## src/sv/rdat_pkg.sv

```systemverilog
// ----------------------------------------------------------------------------
// rdat_pkg
// Shared types and constants of the reliable datagram ack tracker.
// ----------------------------------------------------------------------------
`default_nettype none

package rdat_pkg;

  localparam int TABLE_ENTRIES_DEF = 32;
  localparam int HANDLE_BITS_DEF   = 16;

  localparam int SEQ_W     = 16;
  localparam int TIME_W    = 32;
  localparam int MASK_W    = 32;
  localparam int TIMEOUT_W = 16;
  localparam int ACTION_W  = 2;
  localparam int KIND_W    = 2;

  localparam logic [TIMEOUT_W-1:0] TIMEOUT_RST = 16'd200;

  // action codes of an input item
  typedef enum logic [ACTION_W-1:0] {
    ACT_SEND = 2'd0,
    ACT_RECV = 2'd1,
    ACT_SCAN = 2'd2,
    ACT_NONE = 2'd3
  } action_t;

  // kind codes of a result item
  typedef enum logic [KIND_W-1:0] {
    KIND_SEND     = 2'd0,
    KIND_RECV     = 2'd1,
    KIND_RETX     = 2'd2,
    KIND_SCAN_END = 2'd3
  } kind_t;

  // sequencer states
  typedef enum logic [2:0] {
    ST_IDLE,
    ST_FIND,
    ST_WRITE,
    ST_RECV,
    ST_SCAN,
    ST_DONE
  } state_t;

  // one table entry without its handle
  typedef struct packed {
    logic              occ;
    logic              acked;
    logic [SEQ_W-1:0]  seq;
    logic [TIME_W-1:0] stamp;
  } entry_meta_t;

endpackage

`default_nettype wire

```

## src/sv/rdat_cell.sv

```systemverilog
// ----------------------------------------------------------------------------
// rdat_cell
// One slot of the rotating retransmit table, passed to its neighbor on shift.
// ----------------------------------------------------------------------------
`default_nettype none

module rdat_cell
  import rdat_pkg::*;
#(
  parameter int HANDLE_BITS = HANDLE_BITS_DEF
) (
  input  wire logic                   clk,
  input  wire logic                   rst_n,
  input  wire logic                   shift_en,
  input  wire entry_meta_t            d_meta,
  input  wire logic [HANDLE_BITS-1:0] d_handle,
  output entry_meta_t                 q_meta,
  output logic [HANDLE_BITS-1:0]      q_handle
);

  logic                   occ_r;
  logic                   acked_r;
  logic [SEQ_W-1:0]       seq_r;
  logic [TIME_W-1:0]      stamp_r;
  logic [HANDLE_BITS-1:0] handle_r;

  // status bits, cleared at reset
  always_ff @(posedge clk) begin
    if (!rst_n) begin
      occ_r   <= 1'b0;
      acked_r <= 1'b0;
    end else if (shift_en) begin
      occ_r   <= d_meta.occ;
      acked_r <= d_meta.acked;
    end
  end

  // entry payload
  always_ff @(posedge clk) begin
    if (shift_en) begin
      seq_r    <= d_meta.seq;
      stamp_r  <= d_meta.stamp;
      handle_r <= d_handle;
    end
  end

  assign q_meta.occ   = occ_r;
  assign q_meta.acked = acked_r;
  assign q_meta.seq   = seq_r;
  assign q_meta.stamp = stamp_r;
  assign q_handle     = handle_r;

endmodule

`default_nettype wire

```

## src/sv/rdat_ctrl.sv

```systemverilog
// ----------------------------------------------------------------------------
// rdat_ctrl
// Sequencer: header state, one pass of the ring per table walk, result item.
// ----------------------------------------------------------------------------
`default_nettype none

module rdat_ctrl
  import rdat_pkg::*;
#(
  parameter int TABLE_ENTRIES = TABLE_ENTRIES_DEF,
  parameter int HANDLE_BITS   = HANDLE_BITS_DEF
) (
  input  wire logic                   clk,
  input  wire logic                   rst_n,
  // input item
  input  wire logic                   in_valid,
  output logic                        in_ready,
  input  wire logic [ACTION_W-1:0]    in_action,
  input  wire logic                   in_reliable,
  input  wire logic [HANDLE_BITS-1:0] in_handle,
  input  wire logic [SEQ_W-1:0]       in_rx_seq,
  input  wire logic [SEQ_W-1:0]       in_rx_ack,
  input  wire logic [MASK_W-1:0]      in_rx_mask,
  input  wire logic [TIME_W-1:0]      in_now,
  // configuration
  input  wire logic                   cfg_we,
  input  wire logic [TIMEOUT_W-1:0]   cfg_data,
  // result item
  output logic                        out_valid,
  input  wire logic                   out_ready,
  output logic [KIND_W-1:0]           out_kind,
  output logic [SEQ_W-1:0]            out_seq,
  output logic [SEQ_W-1:0]            out_ack,
  output logic [MASK_W-1:0]           out_mask,
  output logic [HANDLE_BITS-1:0]      out_handle,
  output logic                        out_queued,
  output logic                        out_dropped,
  output logic                        out_last,
  // ring
  input  wire entry_meta_t            head_meta,
  input  wire logic [HANDLE_BITS-1:0] head_handle,
  output entry_meta_t                 wb_meta,
  output logic [HANDLE_BITS-1:0]      wb_handle,
  output logic                        shift_en
);

  localparam int IDX_W = $clog2(TABLE_ENTRIES);
  localparam logic [IDX_W-1:0] IDX_LAST = IDX_W'(TABLE_ENTRIES - 1);
  localparam int CLM_N = MASK_W + 1;
  localparam int CLM_W = $clog2(CLM_N);

  state_t                 state_r, state_nxt;
  logic [IDX_W-1:0]       pos_r, pos_nxt;
  logic [IDX_W-1:0]       head_r, head_nxt;
  logic [IDX_W-1:0]       tgt_r, tgt_nxt;
  logic                   fnd_any_r, fnd_any_nxt;
  logic                   fnd_hi_r, fnd_hi_nxt;
  logic [CLM_N-1:0]       clm_r, clm_nxt;
  logic [SEQ_W-1:0]       lseq_r, lseq_nxt;
  logic [SEQ_W-1:0]       rseq_r, rseq_nxt;
  logic [MASK_W-1:0]      amask_r, amask_nxt;
  logic [TIMEOUT_W-1:0]   tmo_r;

  // latched input item
  logic [ACTION_W-1:0]    act_r;
  logic                   rel_r;
  logic [HANDLE_BITS-1:0] hdl_r;
  logic [SEQ_W-1:0]       rs_r;
  logic [SEQ_W-1:0]       ra_r;
  logic [MASK_W-1:0]      rm_r;
  logic [TIME_W-1:0]      now_r;

  // output register
  logic                   ov_r, ov_nxt;
  logic [KIND_W-1:0]      ok_r, ok_nxt;
  logic [SEQ_W-1:0]       os_r, os_nxt;
  logic [SEQ_W-1:0]       oa_r, oa_nxt;
  logic [MASK_W-1:0]      om_r, om_nxt;
  logic [HANDLE_BITS-1:0] oh_r, oh_nxt;
  logic                   oq_r, oq_nxt;
  logic                   od_r, od_nxt;
  logic                   ol_r, ol_nxt;

  logic                   slot_free;
  logic                   live;
  logic                   free_here;
  logic                   pass_end;
  logic [TIME_W-1:0]      age;
  logic                   due;
  logic [SEQ_W-1:0]       ack_d;
  logic                   ack_win;
  logic [CLM_W-1:0]       ack_di;
  logic                   ack_bit;
  logic                   ack_hit;
  logic [SEQ_W-1:0]       dnew;
  logic [SEQ_W-1:0]       dold;
  logic                   newer;

  assign slot_free = !ov_r || out_ready;
  assign live      = head_meta.occ && !head_meta.acked;
  assign free_here = !head_meta.occ || head_meta.acked;
  assign pass_end  = (pos_r == IDX_LAST);

  // scan due check, modular age
  assign age = now_r - head_meta.stamp;
  assign due = age >= TIME_W'(tmo_r);

  // ack match: distance back from the received ack
  assign ack_d   = ra_r - head_meta.seq;
  assign ack_win = ack_d <= SEQ_W'(MASK_W);
  assign ack_di  = ack_d[CLM_W-1:0];
  assign ack_bit = (ack_d == '0) ||
                   (ack_win && rm_r[5'(ack_di - CLM_W'(1))]);
  assign ack_hit = live && ack_win && ack_bit && !clm_r[ack_di];

  // wraparound sequence compare against the remote sequence
  assign dnew  = rs_r - rseq_r;
  assign dold  = rseq_r - rs_r;
  assign newer = (dnew != '0) &&
                 ((dnew < 16'h8000) || ((dnew == 16'h8000) && (rs_r > rseq_r)));

  // next state and ring control
  always_comb begin
    state_nxt   = state_r;
    pos_nxt     = pos_r;
    head_nxt    = head_r;
    tgt_nxt     = tgt_r;
    fnd_any_nxt = fnd_any_r;
    fnd_hi_nxt  = fnd_hi_r;
    clm_nxt     = clm_r;
    lseq_nxt    = lseq_r;
    rseq_nxt    = rseq_r;
    amask_nxt   = amask_r;
    ov_nxt      = ov_r && !out_ready;
    ok_nxt      = ok_r;
    os_nxt      = os_r;
    oa_nxt      = oa_r;
    om_nxt      = om_r;
    oh_nxt      = oh_r;
    oq_nxt      = oq_r;
    od_nxt      = od_r;
    ol_nxt      = ol_r;
    in_ready    = 1'b0;
    shift_en    = 1'b0;
    wb_meta     = head_meta;
    wb_handle   = head_handle;

    case (state_r)
      ST_IDLE: begin
        in_ready = 1'b1;
        if (in_valid) begin
          pos_nxt     = '0;
          fnd_any_nxt = 1'b0;
          fnd_hi_nxt  = 1'b0;
          clm_nxt     = '0;
          case (in_action)
            ACT_SEND: state_nxt = in_reliable ? ST_FIND : ST_DONE;
            ACT_RECV: state_nxt = ST_RECV;
            ACT_SCAN: state_nxt = ST_SCAN;
            default:  state_nxt = ST_IDLE;
          endcase
        end
      end

      // look for a free slot, preferring the first at or after the head
      ST_FIND: begin
        shift_en = 1'b1;
        if (free_here) begin
          fnd_any_nxt = 1'b1;
          if (!fnd_any_r) begin
            tgt_nxt = pos_r;
          end
          if ((pos_r >= head_r) && !fnd_hi_r) begin
            fnd_hi_nxt = 1'b1;
            tgt_nxt    = pos_r;
          end
        end
        pos_nxt = pos_r + IDX_W'(1);
        if (pass_end) begin
          pos_nxt   = '0;
          state_nxt = (fnd_any_r || free_here) ? ST_WRITE : ST_DONE;
        end
      end

      // write the new entry as it passes the head
      ST_WRITE: begin
        shift_en = 1'b1;
        if (pos_r == tgt_r) begin
          wb_meta.occ   = 1'b1;
          wb_meta.acked = 1'b0;
          wb_meta.seq   = lseq_r;
          wb_meta.stamp = now_r;
          wb_handle     = hdl_r;
          head_nxt      = (tgt_r == IDX_LAST) ? '0 : tgt_r + IDX_W'(1);
        end
        pos_nxt = pos_r + IDX_W'(1);
        if (pass_end) begin
          pos_nxt   = '0;
          state_nxt = ST_DONE;
        end
      end

      // acknowledge the first live entry for each acked sequence
      ST_RECV: begin
        shift_en = 1'b1;
        if (ack_hit) begin
          wb_meta.acked   = 1'b1;
          clm_nxt[ack_di] = 1'b1;
        end
        pos_nxt = pos_r + IDX_W'(1);
        if (pass_end) begin
          pos_nxt   = '0;
          state_nxt = ST_DONE;
        end
      end

      // emit due entries, holding the ring while the output is full
      ST_SCAN: begin
        if (live && due) begin
          if (slot_free) begin
            shift_en      = 1'b1;
            wb_meta.stamp = now_r;
            ov_nxt        = 1'b1;
            ok_nxt        = KIND_RETX;
            os_nxt        = head_meta.seq;
            oa_nxt        = '0;
            om_nxt        = '0;
            oh_nxt        = head_handle;
            oq_nxt        = 1'b0;
            od_nxt        = 1'b0;
            ol_nxt        = 1'b0;
          end
        end else begin
          shift_en = 1'b1;
        end
        if (shift_en) begin
          pos_nxt = pos_r + IDX_W'(1);
          if (pass_end) begin
            pos_nxt   = '0;
            state_nxt = ST_DONE;
          end
        end
      end

      // final result item of the input item
      ST_DONE: begin
        if (slot_free) begin
          state_nxt = ST_IDLE;
          ov_nxt    = 1'b1;
          ol_nxt    = 1'b1;
          os_nxt    = '0;
          oa_nxt    = '0;
          om_nxt    = '0;
          oh_nxt    = '0;
          oq_nxt    = 1'b0;
          od_nxt    = 1'b0;
          case (act_r)
            ACT_SEND: begin
              ok_nxt   = KIND_SEND;
              os_nxt   = lseq_r;
              oa_nxt   = rseq_r;
              om_nxt   = amask_r;
              oq_nxt   = fnd_any_r;
              od_nxt   = rel_r && !fnd_any_r;
              lseq_nxt = lseq_r + SEQ_W'(1);
            end
            ACT_RECV: begin
              ok_nxt = KIND_RECV;
              if (newer) begin
                rseq_nxt = rs_r;
                if (dnew <= SEQ_W'(MASK_W)) begin
                  amask_nxt = (amask_r << dnew[5:0]) |
                              (MASK_W'(1) << 5'(dnew[5:0] - 6'd1));
                end else begin
                  amask_nxt = '0;
                end
              end else if ((dold != '0) && (dold <= SEQ_W'(MASK_W))) begin
                amask_nxt = amask_r | (MASK_W'(1) << 5'(dold[5:0] - 6'd1));
              end
            end
            default: ok_nxt = KIND_SCAN_END;
          endcase
        end
      end

      default: state_nxt = ST_IDLE;
    endcase
  end

  // control state
  always_ff @(posedge clk) begin
    if (!rst_n) begin
      state_r   <= ST_IDLE;
      pos_r     <= '0;
      head_r    <= '0;
      fnd_any_r <= 1'b0;
      fnd_hi_r  <= 1'b0;
      clm_r     <= '0;
      lseq_r    <= '0;
      rseq_r    <= '0;
      amask_r   <= '0;
      ov_r      <= 1'b0;
      tmo_r     <= TIMEOUT_RST;
    end else begin
      state_r   <= state_nxt;
      pos_r     <= pos_nxt;
      head_r    <= head_nxt;
      fnd_any_r <= fnd_any_nxt;
      fnd_hi_r  <= fnd_hi_nxt;
      clm_r     <= clm_nxt;
      lseq_r    <= lseq_nxt;
      rseq_r    <= rseq_nxt;
      amask_r   <= amask_nxt;
      ov_r      <= ov_nxt;
      if (cfg_we) begin
        tmo_r <= cfg_data;
      end
    end
  end

  // payload registers
  always_ff @(posedge clk) begin
    tgt_r <= tgt_nxt;
    ok_r  <= ok_nxt;
    os_r  <= os_nxt;
    oa_r  <= oa_nxt;
    om_r  <= om_nxt;
    oh_r  <= oh_nxt;
    oq_r  <= oq_nxt;
    od_r  <= od_nxt;
    ol_r  <= ol_nxt;
    if (in_ready && in_valid) begin
      act_r <= in_action;
      rel_r <= in_reliable;
      hdl_r <= in_handle;
      rs_r  <= in_rx_seq;
      ra_r  <= in_rx_ack;
      rm_r  <= in_rx_mask;
      now_r <= in_now;
    end
  end

  assign out_valid   = ov_r;
  assign out_kind    = ok_r;
  assign out_seq     = os_r;
  assign out_ack     = oa_r;
  assign out_mask    = om_r;
  assign out_handle  = oh_r;
  assign out_queued  = oq_r;
  assign out_dropped = od_r;
  assign out_last    = ol_r;

endmodule

`default_nettype wire

```

## src/sv/reliable_datagram_ack_tracker.sv

```systemverilog
// ----------------------------------------------------------------------------
// reliable_datagram_ack_tracker
// Ack bookkeeping and retransmit table for reliable datagrams.
// ----------------------------------------------------------------------------
// Usage:
//   in_*  : one item per action (tuser = action; tdata = reliable, handle,
//           rx_seq, rx_ack, rx_ack_mask, now_ms). in_tready is high only
//           while the block is idle; one item is worked at a time.
//   out_* : result items (tuser = kind), tlast on the final one of an item.
//   cfg_* : write of the retransmit timeout; the user must make it only
//           while the block is idle; the block itself does not enforce it.
// The table is a ring of TABLE_ENTRIES cells that rotates one slot a cycle
// past the controller while a walk runs and no scan is held by a full
// output register; every table walk is one full turn of the ring.
// From accept to the final result item, a reliable send takes one turn to
// pick the slot and one to write it, or only the first when the table is
// full; receive and scan take one turn, and an unreliable send none. An
// unused action is taken and gives no result.
// Reset empties the table, clears the sequences and the ack mask and sets
// the timeout to 200 ms; the block is ready in the cycle after reset.
// ----------------------------------------------------------------------------
`default_nettype none

module reliable_datagram_ack_tracker
  import rdat_pkg::*;
#(
  parameter int TABLE_ENTRIES = TABLE_ENTRIES_DEF,
  parameter int HANDLE_BITS   = HANDLE_BITS_DEF,
  localparam int IN_BITS  = 1 + HANDLE_BITS + 2 * SEQ_W + MASK_W + TIME_W,
  localparam int IN_W     = ((IN_BITS + 7) / 8) * 8,
  localparam int OUT_BITS = 2 * SEQ_W + MASK_W + HANDLE_BITS + 2,
  localparam int OUT_W    = ((OUT_BITS + 7) / 8) * 8
) (
  input  wire logic                 clk,
  input  wire logic                 rst_n,
  input  wire logic                 in_tvalid,
  output logic                      in_tready,
  // reliable, payload_handle, rx_seq, rx_ack, rx_ack_mask, now_ms
  input  wire logic [IN_W-1:0]      in_tdata,
  // action
  input  wire logic [ACTION_W-1:0]  in_tuser,
  input  wire logic                 cfg_wr_en,
  input  wire logic [TIMEOUT_W-1:0] cfg_wr_data,
  output logic                      out_tvalid,
  input  wire logic                 out_tready,
  // seq_out, ack_out, ack_mask_out, handle_out, queued, dropped
  output logic [OUT_W-1:0]          out_tdata,
  // kind
  output logic [KIND_W-1:0]         out_tuser,
  output logic                      out_tlast
);

  localparam int H_LO = 1;
  localparam int S_LO = H_LO + HANDLE_BITS;
  localparam int A_LO = S_LO + SEQ_W;
  localparam int M_LO = A_LO + SEQ_W;
  localparam int T_LO = M_LO + MASK_W;

  entry_meta_t            meta_q [TABLE_ENTRIES];
  logic [HANDLE_BITS-1:0] hdl_q  [TABLE_ENTRIES];
  entry_meta_t            wb_meta;
  logic [HANDLE_BITS-1:0] wb_handle;
  logic                   shift_en;

  logic [SEQ_W-1:0]       o_seq;
  logic [SEQ_W-1:0]       o_ack;
  logic [MASK_W-1:0]      o_mask;
  logic [HANDLE_BITS-1:0] o_handle;
  logic                   o_queued;
  logic                   o_dropped;

  // controller
  rdat_ctrl #(
    .TABLE_ENTRIES (TABLE_ENTRIES),
    .HANDLE_BITS   (HANDLE_BITS)
  ) u_ctrl (
    .clk         (clk),
    .rst_n       (rst_n),
    .in_valid    (in_tvalid),
    .in_ready    (in_tready),
    .in_action   (in_tuser),
    .in_reliable (in_tdata[0]),
    .in_handle   (in_tdata[S_LO-1:H_LO]),
    .in_rx_seq   (in_tdata[A_LO-1:S_LO]),
    .in_rx_ack   (in_tdata[M_LO-1:A_LO]),
    .in_rx_mask  (in_tdata[T_LO-1:M_LO]),
    .in_now      (in_tdata[T_LO+TIME_W-1:T_LO]),
    .cfg_we      (cfg_wr_en),
    .cfg_data    (cfg_wr_data),
    .out_valid   (out_tvalid),
    .out_ready   (out_tready),
    .out_kind    (out_tuser),
    .out_seq     (o_seq),
    .out_ack     (o_ack),
    .out_mask    (o_mask),
    .out_handle  (o_handle),
    .out_queued  (o_queued),
    .out_dropped (o_dropped),
    .out_last    (out_tlast),
    .head_meta   (meta_q[0]),
    .head_handle (hdl_q[0]),
    .wb_meta     (wb_meta),
    .wb_handle   (wb_handle),
    .shift_en    (shift_en)
  );

  // ring of table cells, the controller closes the loop at cell 0
  for (genvar k = 0; k < TABLE_ENTRIES; k++) begin : g_cell
    if (k == TABLE_ENTRIES - 1) begin : g_tail
      rdat_cell #(.HANDLE_BITS(HANDLE_BITS)) u_cell (
        .clk      (clk),
        .rst_n    (rst_n),
        .shift_en (shift_en),
        .d_meta   (wb_meta),
        .d_handle (wb_handle),
        .q_meta   (meta_q[k]),
        .q_handle (hdl_q[k])
      );
    end else begin : g_body
      rdat_cell #(.HANDLE_BITS(HANDLE_BITS)) u_cell (
        .clk      (clk),
        .rst_n    (rst_n),
        .shift_en (shift_en),
        .d_meta   (meta_q[k+1]),
        .d_handle (hdl_q[k+1]),
        .q_meta   (meta_q[k]),
        .q_handle (hdl_q[k])
      );
    end
  end

  // result payload packing
  assign out_tdata = OUT_W'({o_dropped, o_queued, o_handle, o_mask, o_ack, o_seq});

endmodule

`default_nettype wire

```

## config.mk

```make
export PLATFORM = sky130hd
export DESIGN_NAME = reliable_datagram_ack_tracker
export DESIGN_NICKNAME = d
export VERILOG_FILES = /design/src/sv/rdat_pkg.sv /design/src/sv/rdat_cell.sv /design/src/sv/rdat_ctrl.sv /design/src/sv/reliable_datagram_ack_tracker.sv
export SDC_FILE = /design/constraint.sdc
export NUM_CORES = 2
export LEC_CHECK = 0
export BUFFER_PORTS_ARGS = -buffer_cell sky130_fd_sc_hd__buf_2
export CORE_MARGIN = 2
export CORE_UTILIZATION = 25
export CTS_CLUSTER_SIZE = 24
export DETAILED_ROUTE_END_ITERATION = 12
export GPL_TIMING_DRIVEN = 1
export PLACE_DENSITY = 0.41
export RECOVER_POWER = 25
export SLEW_MARGIN = 20
export SYNTH_ARGS = -nofsm -noshare
export SYNTH_HDL_FRONTEND = slang
export SYNTH_SLANG_ARGS = --single-unit
```

## constraint.sdc

```tcl
create_clock -name clk -period 13.9 [get_ports clk]
set_clock_uncertainty 0.1 [all_clocks]
set_input_delay 2.78 -clock clk [delete_from_list [all_inputs] [get_ports clk]]
set_output_delay 2.78 -clock clk [all_outputs]
set_load 0.02 [all_outputs]
```

Word level (Yosys, flattened, before mapping)

Index checks and enable logic that the tools add are counted.

Flip-flop bits (word level): 2446
Input port bits: 143
Output and inout port bits: 93
Word-level logic and storage cells: 370

Add/sub/neg operators: 10
Order comparisons: 10
Eq/ne operators: 22
Shift-type cells: 3
Muxes and demuxes: 85
Bitwise logic cells: 3
Reductions and logical operators: 50

Operators with widths:

| kind                                                                              | number |
|---|---|
| 32-bit two-way mux                                                                | 9 |
| 16-bit two-way mux                                                                | 13 |
| 32-bit case mux with 2 select lines                                               | 2 |
| 16-bit case mux with 2 select lines                                               | 3 |
| 33-bit two-way mux                                                                | 2 |
| 33-bit case mux with 2 select lines                                               | 1 |
| 32-bit bitwise OR                                                                 | 2 |
| 1-bit by 5-bit << shifter with 32-bit output, first input constant                | 2 |
| 50-bit two-way mux                                                                | 1 |
| 16-bit by 6-bit less-or-equal comparator with 1-bit output, second input constant | 3 |
| 16-bit subtractor                                                                 | 3 |
| 33-bit bitwise OR                                                                 | 1 |
| 32-bit by 16-bit greater-or-equal comparator with 1-bit output                    | 1 |
| 16-bit nonzero test                                                               | 2 |
| 32-bit by 6-bit << shifter with 32-bit output                                     | 1 |
| 32-bit subtractor                                                                 | 1 |
| 5-bit two-way mux                                                                 | 6 |
| 1-bit two-way mux                                                                 | 22 |
| 3-bit two-way mux                                                                 | 7 |
| 4-bit AND reduction                                                               | 5 |
| 16-bit by 1-bit adder with 16-bit output, second input constant                   | 1 |
| 16-bit equality test, second input constant                                       | 1 |
| 16-bit > comparator                                                               | 1 |
| 16-bit zero test                                                                  | 1 |
| other kinds (36)                                                                  | 92 |

Logic depth before layout (Yosys ltp)

Depth after elaboration: 10
Mapped depth: 24
Gate-level depth less buffers: 22

Hierarchy

A second synthesis with hierarchy kept.

Cells, all modules: 4555
Area total of the unflattened synthesis: 85615.9 um2

Modules (own cells, without submodules):

| module                        | instances | cells each | area each (um2) | sequential area each (um2) |
|---|---|---|---|---|
| rdat_cell                     | 32        | 72         | 2009.4          | 1961.9 |
| rdat_ctrl                     | 1         | 2242       | 21250.4         | 8738.4 |
| reliable_datagram_ack_tracker | 1         | 9          | 63.8            | 0.0 |

Worst setup path before layout

Ideal clock, no wire load.

Path type: register to register
Start: register g_cell[0].g_body.u_cell.stamp_r[0]
End: register g_cell[22].g_body.u_cell.acked_r
Setup time: 0.139 ns
Arrival time: 12.060 ns
Data required time: 13.661 ns
Path slack: 1.601 ns
Cell stages (with the launch flop): 22
Buffers on the path: 2
Period minus slack after synthesis: 12.299 ns
Cell sequence: edfxtp_1 -> ha_1 -> fa_1 -> nand2b_1 -> a21o_1 -> a21oi_1 -> or2_2 -> a31oi_1 -> xnor2_1 -> ha_1 -> a221o_1 -> o221ai_1 -> a21o_1 -> o2111ai_1 -> nand4bb_4 -> a2111oi_4 -> a21oi_2 -> o21ai_4 -> buf_6 -> buf_8 -> mux2i_1 -> nor2_1

Longest elaborated chain between the ends: 6

RTL lines:

| what                                                           | line             | source |
|---|---|---|
| start: declaration                                             | rdat_cell.sv:24  | `logic [TIME_W-1:0] stamp_r;` |
| start signal: assignment                                       | rdat_cell.sv:42  | `stamp_r <= d_meta.stamp;` |
| 32-bit subtractor                                              | rdat_ctrl.sv:105 | `assign age = now_r - head_meta.stamp;` |
| 32-bit by 16-bit greater-or-equal comparator with 1-bit output | rdat_ctrl.sv:106 | `assign due = age >= TIME_W'(tmo_r);` |
| 1-bit logical AND                                              | rdat_ctrl.sv:219 | `if (live && due) begin` |
| 1-bit two-way mux                                              | rdat_ctrl.sv:219 |  |
| 1-bit two-way mux                                              | rdat_ctrl.sv:148 | `case (state_r)` |
| 1-bit case mux with 2 select lines                             | rdat_ctrl.sv:148 |  |
| named net g_cell[0].g_body.u_cell.shift_en                     | rdat_cell.sv:14  | `input wire logic shift_en,` |
| end signal: assignment                                         | rdat_cell.sv:34  | `acked_r <= d_meta.acked;` |
| end: declaration                                               | rdat_cell.sv:22  | `logic acked_r;` |

The timed path passes the listed nets, and every way through them passes these cells. The select of a mux whose other input is x is not followed.
A chain may end at the register's enable or synchronous reset.

Worst setup path after layout

Start: register g_cell[0].g_body.u_cell.stamp_r[0]
End: register g_cell[9].g_body.u_cell.handle_r[1], enable pin

Longest elaborated chain between the ends: 6

RTL lines:

| what                                                           | line             | source |
|---|---|---|
| 32-bit subtractor                                              | rdat_ctrl.sv:105 |  |
| 32-bit by 16-bit greater-or-equal comparator with 1-bit output | rdat_ctrl.sv:106 |  |
| 1-bit logical AND                                              | rdat_ctrl.sv:219 |  |
| 1-bit two-way mux                                              | rdat_ctrl.sv:219 |  |
| 1-bit two-way mux                                              | rdat_ctrl.sv:148 |  |
| 1-bit case mux with 2 select lines                             | rdat_ctrl.sv:148 |  |
| end signal: assignment                                         | rdat_cell.sv:43  | `handle_r <= d_handle;` |
| end: declaration                                               | rdat_cell.sv:25  | `logic [HANDLE_BITS-1:0] handle_r;` |

Every way passes these cells. The select of a mux whose other input is x is not followed.

==> results.toml <==
[run_status]
status = "finished clean"

[floorplan]
dieArea_um2 = 343200
chipWidth_um = 585.9
io_pins = 236
row_count = 213
start_util_pct = 25.13
die_h_um = 585.9
core_area_um2 = 336900

[global_routing]
grt_start_max_net_pins = 201
grt_overflow_total = 0
grt_pass1_vias = 39390
grt_pass1_wl_um = 251400
grtUsageTotal_pct = 9.531
antenna_found_initial = 23

[yosys]
synthCells = 4548
synth_top_area_share_pct = 79.93
syn_area_um2 = 84640
avgSynthCellArea_um2 = 18.61
synth_edf_count = 2253
synth_warnings = 0
yosys.area.top_type = "edfxtp_1"
ys_types = 96
synthTopCellsByArea = "edfxtp_1, dfxtp_1, ha_1, mux2i_1, nor2_1"
synth_ff_type = "edfxtp_1"
synth_seq_area_share_pct = 84.50
ys_ff_latch = 2446
async_reset_ff_share_pct = 0

[sta]
slew_headroom_pct = 20.00
finalSetupTns_ns = 0
worstMarginPinSlew_ns = 1.200
slew_viol_final = 0
fin_crit_sh_pct = 53.52
hold_violations = 0
hold-worst-slack_ns = 0.2746
grt_setup_unrepaired = "no"
setup_viol = 0
max_freq_mhz = 134.4
min_period_ns = 7.440

[route]
wl_per_cell_um = 17.33
drt_first_pass_iters = 5
remaining_drc_errors = 0
vias_per_cell = 4.065
ant_nets = 0
vias = 39420
wl_um = 168000
drtIter0Drc = 3314

[layout]
area_growth_pct = 18.89
finalInstanceArea_um2 = 100600
layout.cells.non_filler = 9697
final_cell_mix = "edfxtp_1, nor2_1, clkbuf_16"
drive_above_1_share_pct = 15.30
fin_nets = 5209
mostFrequentLayoutCell = "edfxtp_1"

[hold_path]
min_path_type = "flip-flop to flip-flop"

[power_and_ir_drop]
p_per_area_nw_per_um2 = 266.0
fin_total_pwr_mw = 26.76
leakage_nw = 33.47
irDropWorstVdd_uv = 231.2

[clock_tree]
clk_latency_ns = 0.90
htreeDepth = 5
clk_pin_slew_ns = 0.06
cts_hold_buf = 0
cts.sinks = 2446
cts_buffers = 279
cts-resized-gates = 0
cts_setup_buffers = 0
cts_tree = "yes"
ctsLongestPathBuffers = 4
cts_root_buffer = "clkbuf_16"

[placed_design]
dp.cells = 9192
gp_congestion = 0.7735
portBuffers = 222
hpwl_um = 98590
placed_cell_area_um2 = 91360

[job]
drv_cap = 0

[setup_path]
end_kind = "flip-flop"
arrival_ns = 7.80
path_class = "flip-flop to flip-flop"
worst_setup_path_start_kind = "flip-flop"
worst_ep_required_time_ns = 14.26
crit_fanout = 147
kinds of logic (layout without fill, tap and decap cells):
logic type / Yosys count / after routing / share of synthesized area, %
buf+inv: 317 / 940 / 1.599
fa+ha+maj: 108 / 108 / 1.632
xor+xnor: 82 / 82 / 0.8574
simple gates: 833 / 833 / 4.501
compound gates: 578 / 578 / 4.361
other cells: 1 / 12 / 0.004430
flops: 2446 / 2446 / 84.50
mux: 183 / 183 / 2.548
synthesized netlist by cell type, types with 28 or more instances:
master,instances
nor3_1,49
nand2_1,261
buf_2,28
clkbuf_1,97
edfxtp_1,2253
a21oi_1,182
inv_1,161
mux2_2,36
xnor2_1,51
nor2_1,299
ha_1,104
nand3_1,28
mux2i_1,124
o21ai_0,139
a31oi_1,31
dfxtp_1,193
and2_1,35
xor2_1,30
stage by stage:
stage | setup WS [ns] | utilization [%]
2_1_floorplan | 1.602 | -
3_3_place_gp | 6.138 | 27.11
3_5_place_dp | 6.355 | 27.12
4_1_cts | 6.303 | 29.87
5_1_grt | 5.822 | 29.87
6_report | 6.460 | 29.87
registers in the layout (all words and copies together) (netlist names), 16 cells and up:
| register | count |
|---|---|
| u_ctrl.clm_r | 33 |
| g_cell.g_tail.u_cell.stamp_r | 32 |
| u_ctrl.hdl_r | 16 |
| u_ctrl.now_r | 32 |
| u_ctrl.amask_r | 32 |
| g_cell.g_tail.u_cell.seq_r | 16 |
| u_ctrl.out_ack | 16 |
| u_ctrl.tmo_r | 16 |
| g_cell.g_body.u_cell.q_handle | 496 |
| u_ctrl.rm_r | 32 |
| g_cell.g_body.u_cell.acked_r | 31 |
| g_cell.g_tail.u_cell.q_handle | 16 |
| u_ctrl.ra_r | 16 |
| g_cell.g_body.u_cell.seq_r | 496 |
| u_ctrl.lseq_r | 16 |
| u_ctrl.rseq_r | 16 |
| u_ctrl.out_handle | 16 |
| g_cell.g_body.u_cell.stamp_r | 992 |
| u_ctrl.out_mask | 32 |
| g_cell.g_body.u_cell.occ_r | 31 |
| u_ctrl.out_seq | 16 |
| u_ctrl.rs_r | 16 |
where the power goes:
part,internal [mW],switching (mW),total [mW]
Combinational,1.15,3.69,4.84
Clock,4.35,3.01,7.35
Sequential,13.6,1.02,14.6
Total,19.0,7.72,26.8
area by class of cell:
cell class / count / area (µm²)
Multi-Input combinational cell: 1790 / 11910
Clock buffer: 338 / 7380
Fill cell: 33170 / 236200
Sequential cell: 2446 / 71520
Tap cell: 4515 / 5649
Inverter: 163 / 619.3
Antenna cell: 6 / 15.01
Timing Repair Buffer: 278 / 1664
Clock inverter: 161 / 1874
per-layer routing:
layer  GRT usage (%)  vias up  routed length [µm]
met4           3.753        2                6015
met5               0        -                  13
met2           13.42      921               69940
met1           14.15    19930               82040
li1                -    18210                   -
met3           2.044      360                9994
critical path, stage by stage, from the launching register on:
cell and delay, ns:
edfxtp_1 0.39, ha_1 0.22, fa_1 0.43, nand2b_1 0.20
a21oi_1 0.26, nor2_1 0.10, xnor2_1 0.14, ha_1 0.31
a21oi_1 0.13, nand2_1 0.07, a221o_1 0.31, o221ai_1 0.19
a21o_1 0.20, o2111ai_1 0.11, nand4bb_4 0.24, a2111oi_4 0.88
a21oi_2 0.25, o21ai_4 0.62, buf_16 0.23, buf_12 0.47
buf_4 0.84
path summary, 6_finish.rpt:
kind,start,endpoint,slack [ns],cells after the start
max,g_cell[0].g_body.u_cell.stamp_r[0],g_cell[9].g_body.u_cell.q_handle[1],6.46,20
min,g_cell[31].g_tail.u_cell.stamp_r[19],g_cell[30].g_body.u_cell.stamp_r[19],0.27,0
max reg2reg,g_cell[0].g_body.u_cell.stamp_r[0],g_cell[9].g_body.u_cell.q_handle[1],6.46,20
min reg2reg,g_cell[31].g_tail.u_cell.stamp_r[19],g_cell[30].g_body.u_cell.stamp_r[19],0.27,0
Note: power is estimated with default switching activity, not from simulation.
